### config.mk
export PLATFORM = sky130hd
export DESIGN_NAME = virtqueue_descriptor_ring_manager
export DESIGN_NICKNAME = d
export VERILOG_FILES = /design/src/hw/rtl/vqm_pkg.sv /design/src/hw/rtl/virtqueue_descriptor_ring_manager.sv /design/src/hw/rtl/vqm_csr.sv /design/src/hw/rtl/vqm_ctrl.sv /design/src/hw/rtl/vqm_dp.sv
export SDC_FILE = /design/constraint.sdc
export NUM_CORES = 2
export LEC_CHECK = 0
export BUFFER_PORTS_ARGS = -buffer_cell sky130_fd_sc_hd__buf_2
export CORE_MARGIN = 4
export CORE_UTILIZATION = 39
export CTS_BUF_LIST = sky130_fd_sc_hd__clkbuf_8 sky130_fd_sc_hd__clkbuf_16
export DETAILED_ROUTE_END_ITERATION = 10
export SETUP_SLACK_MARGIN = 0.4
export SLEW_MARGIN = 30
export SYNTH_ARGS = -nofsm -noshare
export SYNTH_HDL_FRONTEND = slang
export SYNTH_SLANG_ARGS = --single-unit
### constraint.sdc
create_clock -name clock -period 7.2 [get_ports clock]
set_input_delay 0.72 -clock clock [delete_from_list [all_inputs] [get_ports clock]]
set_output_delay 0.72 -clock clock [all_outputs]
set_load 0.01 [all_outputs]
### src/hw/rtl/vqm_pkg.sv
// Shared types, constants and codes of the virtqueue descriptor ring manager.
`timescale 1ns / 1ps

package vqm_pkg;

   localparam int RING_SIZE = 128;
   localparam int IDX_W     = $clog2(RING_SIZE);
   localparam int TAG_WIDTH = 16;
   localparam int FREE_W    = 8;
   localparam int LEN_W     = 16;
   localparam int CNT_W     = 16;
   localparam int ADDR_W    = 4;
   localparam int DATA_W    = 32;

   localparam logic [LEN_W-1:0]  HDR_BYTES   = LEN_W'(12);
   localparam logic [FREE_W-1:0] FREE_RESET  = FREE_W'(RING_SIZE);
   localparam logic [LEN_W-1:0]  MAX_LEN_RST = LEN_W'(2048);

   localparam logic CMD_POST     = 1'b0;
   localparam logic CMD_COMPLETE = 1'b1;

   localparam logic [1:0] REG_MERGE   = 2'd0;
   localparam logic [1:0] REG_CHECKS  = 2'd1;
   localparam logic [1:0] REG_MAX_LEN = 2'd2;

   typedef enum logic [2:0] {
      ST_OK        = 3'd0,
      ST_RING_FULL = 3'd1,
      ST_EMPTY     = 3'd2,
      ST_SHORT     = 3'd3,
      ST_GSO       = 3'd4,
      ST_CSUM      = 3'd5,
      ST_MERGED    = 3'd6,
      ST_OVERSIZE  = 3'd7
   } status_type;

   typedef struct packed {
      logic                 command;
      logic [15:0]          buffer_tag;
      logic [LEN_W-1:0]     post_len;
      logic [6:0]           used_id;
      logic [LEN_W-1:0]     used_len;
      logic [7:0]           seg_kind;
      logic [7:0]           header_flags;
      logic [CNT_W-1:0]     buffer_count;
   } req_type;

   typedef struct packed {
      logic [2:0]           status;
      logic [6:0]           desc_index;
      logic [LEN_W-1:0]     desc_len;
      logic [6:0]           ring_slot;
      logic [15:0]          avail_count;
      logic [15:0]          used_count;
      logic [15:0]          tag_out;
      logic [LEN_W-1:0]     payload_len;
      logic [FREE_W-1:0]    free_left;
   } rsp_type;

   typedef struct packed {
      logic                 merge_feature_on;
      logic                 header_checks_on;
      logic [LEN_W-1:0]     max_buffer_len;
   } cfg_type;

   typedef struct packed {
      logic launch;
      logic commit;
   } ctl_cmd_type;

endpackage

### src/hw/rtl/virtqueue_descriptor_ring_manager.sv
// Top level of the split virtqueue driver-side descriptor ring manager.
//
//   Channel   Direction  Handshake                   Payload
//   request   in         start, busy                 req_data (vqm_pkg::req_type)
//   result    out        rsp_valid (one-cycle pulse) rsp_data (vqm_pkg::rsp_type)
//   config    in/out     psel, penable, pwrite       paddr, pwdata, prdata, pready
//
// A transaction has an accept cycle and a commit cycle. The accept cycle issues
// the link and tag memory reads, the commit cycle writes the memories and
// updates the indices. The result strobe comes in the cycle after commit, when
// the next transaction may already be accepted; busy holds off new ones in commit.
// Synchronous reset takes effect at once; the link store reset image comes from
// per-entry valid bits, so no clearing pass is needed. Results cannot be stalled.
`timescale 1ns / 1ps

module virtqueue_descriptor_ring_manager (
   input  logic                          clock,
   input  logic                          reset,
   input  logic                          start,
   output logic                          busy,
   input  vqm_pkg::req_type              req_data,
   output logic                          rsp_valid,
   output vqm_pkg::rsp_type              rsp_data,
   input  logic                          psel,
   input  logic                          penable,
   input  logic                          pwrite,
   input  logic [vqm_pkg::ADDR_W-1:0]    paddr,
   input  logic [vqm_pkg::DATA_W-1:0]    pwdata,
   output logic [vqm_pkg::DATA_W-1:0]    prdata,
   output logic                          pready
);

   vqm_pkg::cfg_type     cfg;
   vqm_pkg::ctl_cmd_type cmd;

   vqm_csr u_csr (
      .clock   (clock),
      .reset   (reset),
      .psel    (psel),
      .penable (penable),
      .pwrite  (pwrite),
      .paddr   (paddr),
      .pwdata  (pwdata),
      .prdata  (prdata),
      .pready  (pready),
      .cfg     (cfg)
   );

   vqm_ctrl u_ctrl (
      .clock     (clock),
      .reset     (reset),
      .start     (start),
      .busy      (busy),
      .rsp_valid (rsp_valid),
      .cmd       (cmd)
   );

   vqm_dp u_dp (
      .clock    (clock),
      .reset    (reset),
      .cmd      (cmd),
      .cfg      (cfg),
      .req_data (req_data),
      .rsp_data (rsp_data)
   );

endmodule

### src/hw/rtl/vqm_csr.sv
// Configuration register file behind the APB-style port.
`timescale 1ns / 1ps

module vqm_csr (
   input  logic                          clock,
   input  logic                          reset,
   input  logic                          psel,
   input  logic                          penable,
   input  logic                          pwrite,
   input  logic [vqm_pkg::ADDR_W-1:0]    paddr,
   input  logic [vqm_pkg::DATA_W-1:0]    pwdata,
   output logic [vqm_pkg::DATA_W-1:0]    prdata,
   output logic                          pready,
   output vqm_pkg::cfg_type              cfg
);

   vqm_pkg::cfg_type cfg_ff;
   logic [1:0]       reg_sel;
   logic             wr_en;

   assign reg_sel = paddr[3:2];
   assign wr_en   = psel && penable && pwrite;
   assign pready  = 1'b1;
   assign cfg     = cfg_ff;

   always_ff @(posedge clock) begin
      if (reset) begin
         cfg_ff.merge_feature_on <= 1'b0;
         cfg_ff.header_checks_on <= 1'b1;
         cfg_ff.max_buffer_len   <= vqm_pkg::MAX_LEN_RST;
      end else if (wr_en) begin
         unique case (reg_sel)
            vqm_pkg::REG_MERGE:   cfg_ff.merge_feature_on <= pwdata[0];
            vqm_pkg::REG_CHECKS:  cfg_ff.header_checks_on <= pwdata[0];
            vqm_pkg::REG_MAX_LEN: cfg_ff.max_buffer_len   <= pwdata[vqm_pkg::LEN_W-1:0];
            default: ;
         endcase
      end
   end

   always_comb begin
      prdata = '0;
      unique case (reg_sel)
         vqm_pkg::REG_MERGE:   prdata = vqm_pkg::DATA_W'(cfg_ff.merge_feature_on);
         vqm_pkg::REG_CHECKS:  prdata = vqm_pkg::DATA_W'(cfg_ff.header_checks_on);
         vqm_pkg::REG_MAX_LEN: prdata = vqm_pkg::DATA_W'(cfg_ff.max_buffer_len);
         default:              prdata = '0;
      endcase
   end

endmodule

### src/hw/rtl/vqm_ctrl.sv
// Command sequencer: accepts a transaction, runs its commit cycle and strobes the result.
`timescale 1ns / 1ps

module vqm_ctrl (
   input  logic                  clock,
   input  logic                  reset,
   input  logic                  start,
   output logic                  busy,
   output logic                  rsp_valid,
   output vqm_pkg::ctl_cmd_type  cmd
);

   typedef enum logic {
      S_IDLE,
      S_EXEC
   } state_type;

   state_type state_ff;
   logic      rsp_valid_ff;

   assign busy       = (state_ff == S_EXEC);
   assign rsp_valid  = rsp_valid_ff;
   assign cmd.launch = start && (state_ff == S_IDLE);
   assign cmd.commit = (state_ff == S_EXEC);

   always_ff @(posedge clock) begin
      if (reset) begin
         state_ff     <= S_IDLE;
         rsp_valid_ff <= 1'b0;
      end else begin
         rsp_valid_ff <= (state_ff == S_EXEC);
         unique case (state_ff)
            S_IDLE: begin
               if (start) state_ff <= S_EXEC;
            end
            S_EXEC: state_ff <= S_IDLE;
            default: state_ff <= S_IDLE;
         endcase
      end
   end

   a_accept_then_busy: assert property (@(posedge clock) disable iff (reset)
      (start && !busy) |=> busy)
      else $error("Accepted transaction did not enter its commit cycle.");

   a_busy_one_cycle: assert property (@(posedge clock) disable iff (reset)
      busy |=> (!busy && rsp_valid))
      else $error("Commit cycle did not end with a result strobe.");

endmodule

### src/hw/rtl/vqm_dp.sv
// Datapath: free list, link and tag memories, ring indices and header classification.
`timescale 1ns / 1ps

module vqm_dp (
   input  logic                  clock,
   input  logic                  reset,
   input  vqm_pkg::ctl_cmd_type  cmd,
   input  vqm_pkg::cfg_type      cfg,
   input  vqm_pkg::req_type      req_data,
   output vqm_pkg::rsp_type      rsp_data
);

   localparam int IW = vqm_pkg::IDX_W;

   logic [IW-1:0]                 link_mem [vqm_pkg::RING_SIZE];
   logic [vqm_pkg::TAG_WIDTH-1:0] tag_mem  [vqm_pkg::RING_SIZE];

   logic [vqm_pkg::RING_SIZE-1:0] link_valid_ff;
   logic [vqm_pkg::RING_SIZE-1:0] slot_busy_ff;
   logic [IW-1:0]                 head_ff;
   logic [vqm_pkg::FREE_W-1:0]    free_ff;
   logic [15:0]                   avail_ff;
   logic [15:0]                   used_ff;

   vqm_pkg::req_type              req_ff;
   logic [IW-1:0]                 link_rd_ff;
   logic                          link_vld_rd_ff;
   logic [vqm_pkg::TAG_WIDTH-1:0] tag_rd_ff;
   vqm_pkg::rsp_type              rsp_ff;

   logic [IW-1:0]                 link_eff;
   logic [IW-1:0]                 cid;
   logic                          is_post;
   logic                          post_ok;
   logic                          done_ok;
   vqm_pkg::rsp_type              rsp_in;
   vqm_pkg::status_type           chk_status;

   assign rsp_data = rsp_ff;
   assign cid      = req_ff.used_id[IW-1:0];
   assign is_post  = (req_ff.command == vqm_pkg::CMD_POST);
   assign link_eff = link_vld_rd_ff ? link_rd_ff : IW'(head_ff + 1'b1);
   assign post_ok  = is_post && (free_ff != '0);
   assign done_ok  = !is_post && slot_busy_ff[cid];

   always_ff @(posedge clock) begin
      if (cmd.launch) begin
         req_ff         <= req_data;
         link_rd_ff     <= link_mem[head_ff];
         link_vld_rd_ff <= link_valid_ff[head_ff];
         tag_rd_ff      <= tag_mem[req_data.used_id[IW-1:0]];
      end
   end

   always_ff @(posedge clock) begin
      if (cmd.commit) begin
         if (post_ok) tag_mem[head_ff] <= req_ff.buffer_tag;
         if (done_ok) link_mem[cid] <= head_ff;
      end
   end

   always_comb begin
      priority if (req_ff.used_len < vqm_pkg::HDR_BYTES) chk_status = vqm_pkg::ST_SHORT;
      else if (req_ff.seg_kind != '0)                     chk_status = vqm_pkg::ST_GSO;
      else if (req_ff.header_flags[0])                    chk_status = vqm_pkg::ST_CSUM;
      else if (cfg.merge_feature_on && (req_ff.buffer_count > vqm_pkg::CNT_W'(1)))
                                                          chk_status = vqm_pkg::ST_MERGED;
      else if (req_ff.used_len > cfg.max_buffer_len)      chk_status = vqm_pkg::ST_OVERSIZE;
      else                                                chk_status = vqm_pkg::ST_OK;
   end

   always_comb begin
      rsp_in             = '0;
      rsp_in.avail_count = avail_ff;
      rsp_in.used_count  = used_ff;
      rsp_in.free_left   = free_ff;
      if (is_post) begin
         if (post_ok) begin
            rsp_in.status      = vqm_pkg::ST_OK;
            rsp_in.desc_index  = 7'(head_ff);
            rsp_in.desc_len    = req_ff.post_len;
            rsp_in.ring_slot   = 7'(avail_ff[IW-1:0]);
            rsp_in.avail_count = avail_ff + 16'd1;
            rsp_in.free_left   = free_ff - 1'b1;
         end else begin
            rsp_in.status = vqm_pkg::ST_RING_FULL;
         end
      end else begin
         rsp_in.desc_index = req_ff.used_id;
         rsp_in.used_count = used_ff + 16'd1;
         if (done_ok) begin
            rsp_in.tag_out   = 16'(tag_rd_ff);
            rsp_in.free_left = free_ff + 1'b1;
            if (cfg.header_checks_on) begin
               rsp_in.status = chk_status;
               if (chk_status == vqm_pkg::ST_OK)
                  rsp_in.payload_len = req_ff.used_len - vqm_pkg::HDR_BYTES;
            end else begin
               rsp_in.status = vqm_pkg::ST_OK;
            end
         end else begin
            rsp_in.status = vqm_pkg::ST_EMPTY;
         end
      end
   end

   always_ff @(posedge clock) begin
      if (reset) begin
         link_valid_ff <= '0;
         slot_busy_ff  <= '0;
         head_ff       <= '0;
         free_ff       <= vqm_pkg::FREE_RESET;
         avail_ff      <= '0;
         used_ff       <= '0;
      end else if (cmd.commit) begin
         avail_ff <= rsp_in.avail_count;
         used_ff  <= rsp_in.used_count;
         free_ff  <= rsp_in.free_left;
         if (post_ok) begin
            slot_busy_ff[head_ff] <= 1'b1;
            head_ff               <= link_eff;
         end
         if (done_ok) begin
            slot_busy_ff[cid]  <= 1'b0;
            link_valid_ff[cid] <= 1'b1;
            head_ff            <= cid;
         end
      end
   end

   always_ff @(posedge clock) begin
      if (cmd.commit) rsp_ff <= rsp_in;
   end

   a_free_bound: assert property (@(posedge clock) disable iff (reset)
      free_ff <= vqm_pkg::FREE_RESET)
      else $error("Free descriptor count exceeds the ring size.");

   a_post_pops_one: assert property (@(posedge clock) disable iff (reset)
      (cmd.commit && post_ok) |=> (free_ff == $past(free_ff) - 1'b1)
         && slot_busy_ff[$past(head_ff)])
      else $error("Successful post did not take exactly one free descriptor.");

endmodule
==> flow_summary.html <==
<table>
<tr><th>Metric</th><th>Value</th></tr>
<tr><th colspan="2">Placed design</th></tr>
<tr><td>Setup Slack @ Placement</td><td>2.19 ns</td></tr>
<tr><td>Final GP Congestion</td><td>about 0.85</td></tr>
<tr><td>Post-detailed-placement half-perimeter wirelength</td><td>218000 um</td></tr>
<tr><td>Dpl cells</td><td>11.5k</td></tr>
<tr><td>Cell area after placement</td><td>141000 um2</td></tr>
<tr><td>Number of input and output port buffers inserted</td><td>226</td></tr>
<tr><th colspan="2">Die</th></tr>
<tr><td>Horizontal extent of the die</td><td>593 um</td></tr>
<tr><td>Top Ports</td><td>270</td></tr>
<tr><td>Die ar.</td><td>352000 um2</td></tr>
<tr><td>Initial cell density of the core</td><td>between 30% and 40%</td></tr>
<tr><td>Die extent in y</td><td>593 um</td></tr>
<tr><td>Std-Cell Core Area</td><td>approximately 340000 um2</td></tr>
<tr><td>Number of rows in the core area</td><td>214</td></tr>
<tr><th colspan="2">Worst setup path</th></tr>
<tr><td>Launching element type of the critical path</td><td>flop</td></tr>
<tr><td>Critical Path End Type</td><td>flop</td></tr>
<tr><td>Start-to-end type of the worst setup path</td><td>flop to flop</td></tr>
<tr><td>WP data required</td><td>roughly 7.7 ns</td></tr>
<tr><td>Highest fanout seen on the critical path</td><td>53</td></tr>
<tr><td>Crit path arrival time</td><td>approximately 5.7 ns</td></tr>
<tr><td>Setup slack of the worst register-to-register path</td><td>2.02 ns</td></tr>
<tr><th colspan="2">Run status</th></tr>
<tr><td>Outcome</td><td>completed</td></tr>
<tr><th colspan="2">Cells and area</th></tr>
<tr><td>Ratio of cells with drive above 1 in the final layout</td><td>about a quarter</td></tr>
<tr><td>Number of cells in the finished layout apart from fillers</td><td>12.2k</td></tr>
<tr><td># nets final</td><td>7560</td></tr>
<tr><td>Layout overhead on the synthesized area</td><td>14.8%</td></tr>
<tr><td>Number of fillers in the final layout</td><td>approximately 29k</td></tr>
<tr><td>Top library cells by usage in the layout, fill and taps aside</td><td>sky130_fd_sc_hd__edfxtp_1 (3153), sky130_fd_sc_hd__mux4_2 (678), sky130_fd_sc_hd__a22oi_1 (397), sky130_fd_sc_hd__clkbuf_16 (360), sky130_fd_sc_hd__nor2_1 (353)</td></tr>
<tr><td>Final standard cell area without fillers</td><td>153000 um2</td></tr>
<tr><td>Commonest non-fill, non-tap cell in the layout</td><td>sky130_fd_sc_hd__edfxtp_1</td></tr>
<tr><th colspan="2">STA</th></tr>
<tr><td>Worst rel slew slack</td><td>27.5%</td></tr>
<tr><td>Pin slew with the least headroom to its limit</td><td>around 1.1 ns</td></tr>
<tr><td>Post-route fraction of the period consumed by the critical path</td><td>between 70% and 80%</td></tr>
<tr><td>Final setup skew</td><td>0.0709 ns</td></tr>
<tr><td>Final critical-path required period</td><td>around 5.2 ns</td></tr>
<tr><td>Highest achievable clock rate</td><td>about 0.19 GHz</td></tr>
<tr><td>Hold_ws</td><td>0.0664 ns</td></tr>
<tr><td>Final max-slew violation count</td><td>0</td></tr>
<tr><td>Number of hold violations in the final report</td><td>0</td></tr>
<tr><td>Summed negative setup slack over all endpoints</td><td>0 ns</td></tr>
<tr><td>Min setup slack post-route</td><td>2.02 ns</td></tr>
<tr><td>Endpoints failing setup</td><td>0</td></tr>
<tr><td>Unrepaired setup endpoints after global routing</td><td>no</td></tr>
<tr><th colspan="2">Clock tree</th></tr>
<tr><td>Clk sink count</td><td>3476</td></tr>
<tr><td>Deepest clock path buffer count</td><td>4</td></tr>
<tr><td>Cells resized by post-CTS repair</td><td>0</td></tr>
<tr><td>Clock tree from TritonCTS</td><td>built</td></tr>
<tr><td># H-tree levels</td><td>5</td></tr>
<tr><td>CTS Buf Count</td><td>about 350</td></tr>
<tr><td>Clk pin slew, worst setup/hold paths</td><td>0.06 ns</td></tr>
<tr><td>Later-pin clock latency in the skew report</td><td>0.91 ns</td></tr>
<tr><td>CTS root buf</td><td>sky130_fd_sc_hd__clkbuf_16</td></tr>
<tr><th colspan="2">Route</th></tr>
<tr><td>DR iter-0 viols</td><td>9169</td></tr>
<tr><td>Via count</td><td>71.9k</td></tr>
<tr><td>Total wire length after detailed routing</td><td>roughly 370000 um</td></tr>
<tr><td>Total iterations of the first detailed-routing run</td><td>7</td></tr>
<tr><td>Final antenna-violating net count</td><td>0</td></tr>
<tr><td>Final routed DRC violation total</td><td>0</td></tr>
<tr><td>Via-to-Cell Ratio</td><td>5.88</td></tr>
<tr><td>Avg WL per Cell</td><td>between 30 and 40 um</td></tr>
<tr><th colspan="2">Global route</th></tr>
<tr><td>Pin count of the biggest net entering global routing</td><td>108</td></tr>
<tr><td>Via count of the first global-routing pass</td><td>71.1k</td></tr>
<tr><td>Initial antenna violation count</td><td>26</td></tr>
<tr><td>Global routing's busiest layer</td><td>met2</td></tr>
<tr><td>Total congestion overflow after global routing</td><td>0</td></tr>
<tr><td>Wire length of the first global-routing pass</td><td>roughly 530000 um</td></tr>
<tr><td>Global-route usage over all layers</td><td>20.6%</td></tr>
<tr><td>Met1 track demand over resource</td><td>between 20% and 30%</td></tr>
<tr><td>GRT met2 Usage</td><td>32.8%</td></tr>
<tr><td>Met3 global-route usage</td><td>between 3 and 4%</td></tr>
<tr><th colspan="2">Yosys</th></tr>
<tr><td>Cell count after synthesis</td><td>6933</td></tr>
<tr><td>Compound-gate portion of the synthesized area</td><td>6.05%</td></tr>
<tr><td>Area of the mapped netlist</td><td>134000 um2</td></tr>
<tr><td>Async set-or-reset flop fraction in the synthesized netlist</td><td>0%</td></tr>
<tr><td>Commonest register cell after synthesis</td><td>sky130_fd_sc_hd__edfxtp_1</td></tr>
<tr><td>Area share of and/or/nand/nor cells after synthesis</td><td>3.61%</td></tr>
<tr><td>Average cell area after synthesis</td><td>19.3 um2</td></tr>
<tr><td>Number of enable-type register cells in the synthesized netlist</td><td>3153</td></tr>
<tr><td>Sequential fraction of the synthesis area</td><td>75.7%</td></tr>
<tr><td>Number of warnings printed during yosys synthesis</td><td>0</td></tr>
<tr><td>Most area-consuming cells after synthesis</td><td>sky130_fd_sc_hd__edfxtp_1 (71%), sky130_fd_sc_hd__mux4_2 (11%), sky130_fd_sc_hd__dfxtp_1 (4.8%)</td></tr>
<tr><td>Dominant combinational cell family by area after synthesis</td><td>multiplexers</td></tr>
<tr><td>Mux cell area share after synthesis</td><td>12.1%</td></tr>
<tr><td>Library cell with the largest summed area after synthesis</td><td>sky130_fd_sc_hd__edfxtp_1</td></tr>
<tr><td>Count of cell types in the netlist</td><td>83</td></tr>
<tr><td>XOR/XNOR share of the synthesized area</td><td>0.525%</td></tr>
<tr><td>Seq cells post-synth</td><td>3476</td></tr>
<tr><td>Proportion of netlist area held by the largest area contributor</td><td>roughly 70%</td></tr>
<tr><td>Synthesized-area fraction occupied by adder cells</td><td>0.215%</td></tr>
<tr><th colspan="2">Power and ir drop</th></tr>
<tr><td>IR Drop Worst-Case VDD</td><td>0.204 mV</td></tr>
<tr><td>Leakage component of the power</td><td>47.7 nW</td></tr>
<tr><td>Power density over the cells</td><td>275 nW/um2</td></tr>
<tr><th colspan="2">Flow run</th></tr>
<tr><td>Max Cap Violations</td><td>0</td></tr>
<tr><th colspan="2">Min path</th></tr>
<tr><td>Hold WC Path Type</td><td>input port to flop</td></tr>
</table>
## area by class of cell
cell class | instances | area (um2) | area share, %
inverters | 54 | 208 | 0.135
flip-flops and latches | 3476 | 101000 | 66.0
clock buffers | 370 | 9150 | 5.96
well taps | 4536 | 5680 | 3.70
diodes | 8 | 20.0 | 0.0131
repair buffers | 585 | 4580 | 2.98
clock inverters | 252 | 1940 | 1.26
multi-input cells | 2937 | 30600 | 20.0
## sequential cells by signal, indices dropped and copies added, names as in the netlist, 8 cells and up
name                flops
u_dp.tag_rd_ff         16
u_dp.used_ff           16
u_dp.req_ff            73
u_csr.cfg              18
u_dp.slot_busy_ff     128
u_dp.link_mem         896
u_dp.free_ff            8
u_dp.avail_ff          16
u_dp.rsp_data         105
u_dp.tag_mem         2048
u_dp.link_valid_ff    128
## Yosys cell counts, types with 39 or more instances
| library cell | instances |
|---|---|
| sky130_fd_sc_hd__mux4_2 | 678 |
| sky130_fd_sc_hd__a211oi_1 | 69 |
| sky130_fd_sc_hd__nand3_1 | 60 |
| sky130_fd_sc_hd__and3_1 | 40 |
| sky130_fd_sc_hd__clkbuf_1 | 281 |
| sky130_fd_sc_hd__nand2_1 | 180 |
| sky130_fd_sc_hd__and2_1 | 46 |
| sky130_fd_sc_hd__nor2_1 | 453 |
| sky130_fd_sc_hd__nand4_1 | 73 |
| sky130_fd_sc_hd__buf_2 | 102 |
| sky130_fd_sc_hd__mux2i_1 | 70 |
| sky130_fd_sc_hd__a41oi_1 | 64 |
| sky130_fd_sc_hd__edfxtp_1 | 3153 |
| sky130_fd_sc_hd__xnor2_1 | 41 |
| sky130_fd_sc_hd__a221oi_1 | 75 |
| sky130_fd_sc_hd__inv_1 | 51 |
| sky130_fd_sc_hd__nor3_1 | 43 |
| sky130_fd_sc_hd__o2bb2ai_1 | 77 |
| sky130_fd_sc_hd__buf_1 | 66 |
| sky130_fd_sc_hd__xor2_1 | 39 |
| sky130_fd_sc_hd__a21oi_1 | 61 |
| sky130_fd_sc_hd__a22oi_1 | 397 |
| sky130_fd_sc_hd__a22o_1 | 73 |
| sky130_fd_sc_hd__dfxtp_1 | 323 |
| sky130_fd_sc_hd__a31oi_1 | 56 |
## timing repair
| action | in CTS | in global routing |
|---|---|---|
| setup endpoints to repair | 0 | 0 |
| setup buffers | 0 | 0 |
| hold endpoints to repair | 72 | 0 |
| hold buffers | 72 | 0 |
## logic make-up after synthesis
family                   count (synthesis)
flip-flops                            3476
multiplexers                           769
XOR/XNOR                                80
buffers and inverters                  535
AND/OR/NAND/NOR                       1015
adder cells (fa/ha/maj)                 23
other                                    2
AO/OA/AOI/OAI                         1033
## worst paths after layout
check / depth (start not counted) / from / end
worst max-delay path: 8 / u_dp.cid[1] / u_dp.link_mem[55][1]
worst min-delay path: 1 / req_data[70] / u_dp.req_ff[70]
worst max register to register: 8 / u_dp.cid[1] / u_dp.link_mem[55][1]
worst min register to register: 2 / u_dp.link_valid_ff[60] / u_dp.link_valid_ff[60]
## worst max-delay path, cell delays in order, from the launching register on
cell and delay (ns):
sky130_fd_sc_hd__edfxtp_1 0.59, sky130_fd_sc_hd__nor2b_2 0.34, sky130_fd_sc_hd__buf_4 0.26, sky130_fd_sc_hd__a22oi_1 0.19
sky130_fd_sc_hd__a21oi_1 0.15, sky130_fd_sc_hd__o41ai_2 0.57, sky130_fd_sc_hd__and4_4 0.80, sky130_fd_sc_hd__nand3_2 0.90
sky130_fd_sc_hd__nor2_1 0.94
## per-stage QoR
step / utilization [%] / power [W]
2_1_floorplan: - / 0.0240
3_5_place_dp: 41.5 / 0.0249
4_1_cts: 45.0 / 0.0424
3_3_place_gp: 41.4 / 0.0248
5_1_grt: 45.1 / 0.0434
6_report: 45.1 / 0.0422
## report_power, final
part / switching (W) / leakage [nW] / total [W] / internal, W
clock: 0.00758 / 5.69 / 0.0177 / 0.0101
sequential: 0.000121 / 30.6 / 0.0222 / 0.0221
combinational: 0.00143 / 11.3 / 0.00222 / 0.000790
total: 0.00913 / 47.7 / 0.0422 / 0.0330
## metal layers
layer / routed length [um] / vias to the layer above / share of wire [%]
li1: - / 29651 / -
met1: 152000 / 38045 / 41
met2: 176000 / 3575 / 48
met3: 32100 / 606 / 8.6
met4: 10600 / 4 / 2.9
met5: 48 / - / 0.013
Power figures use the tool's default switching activity.
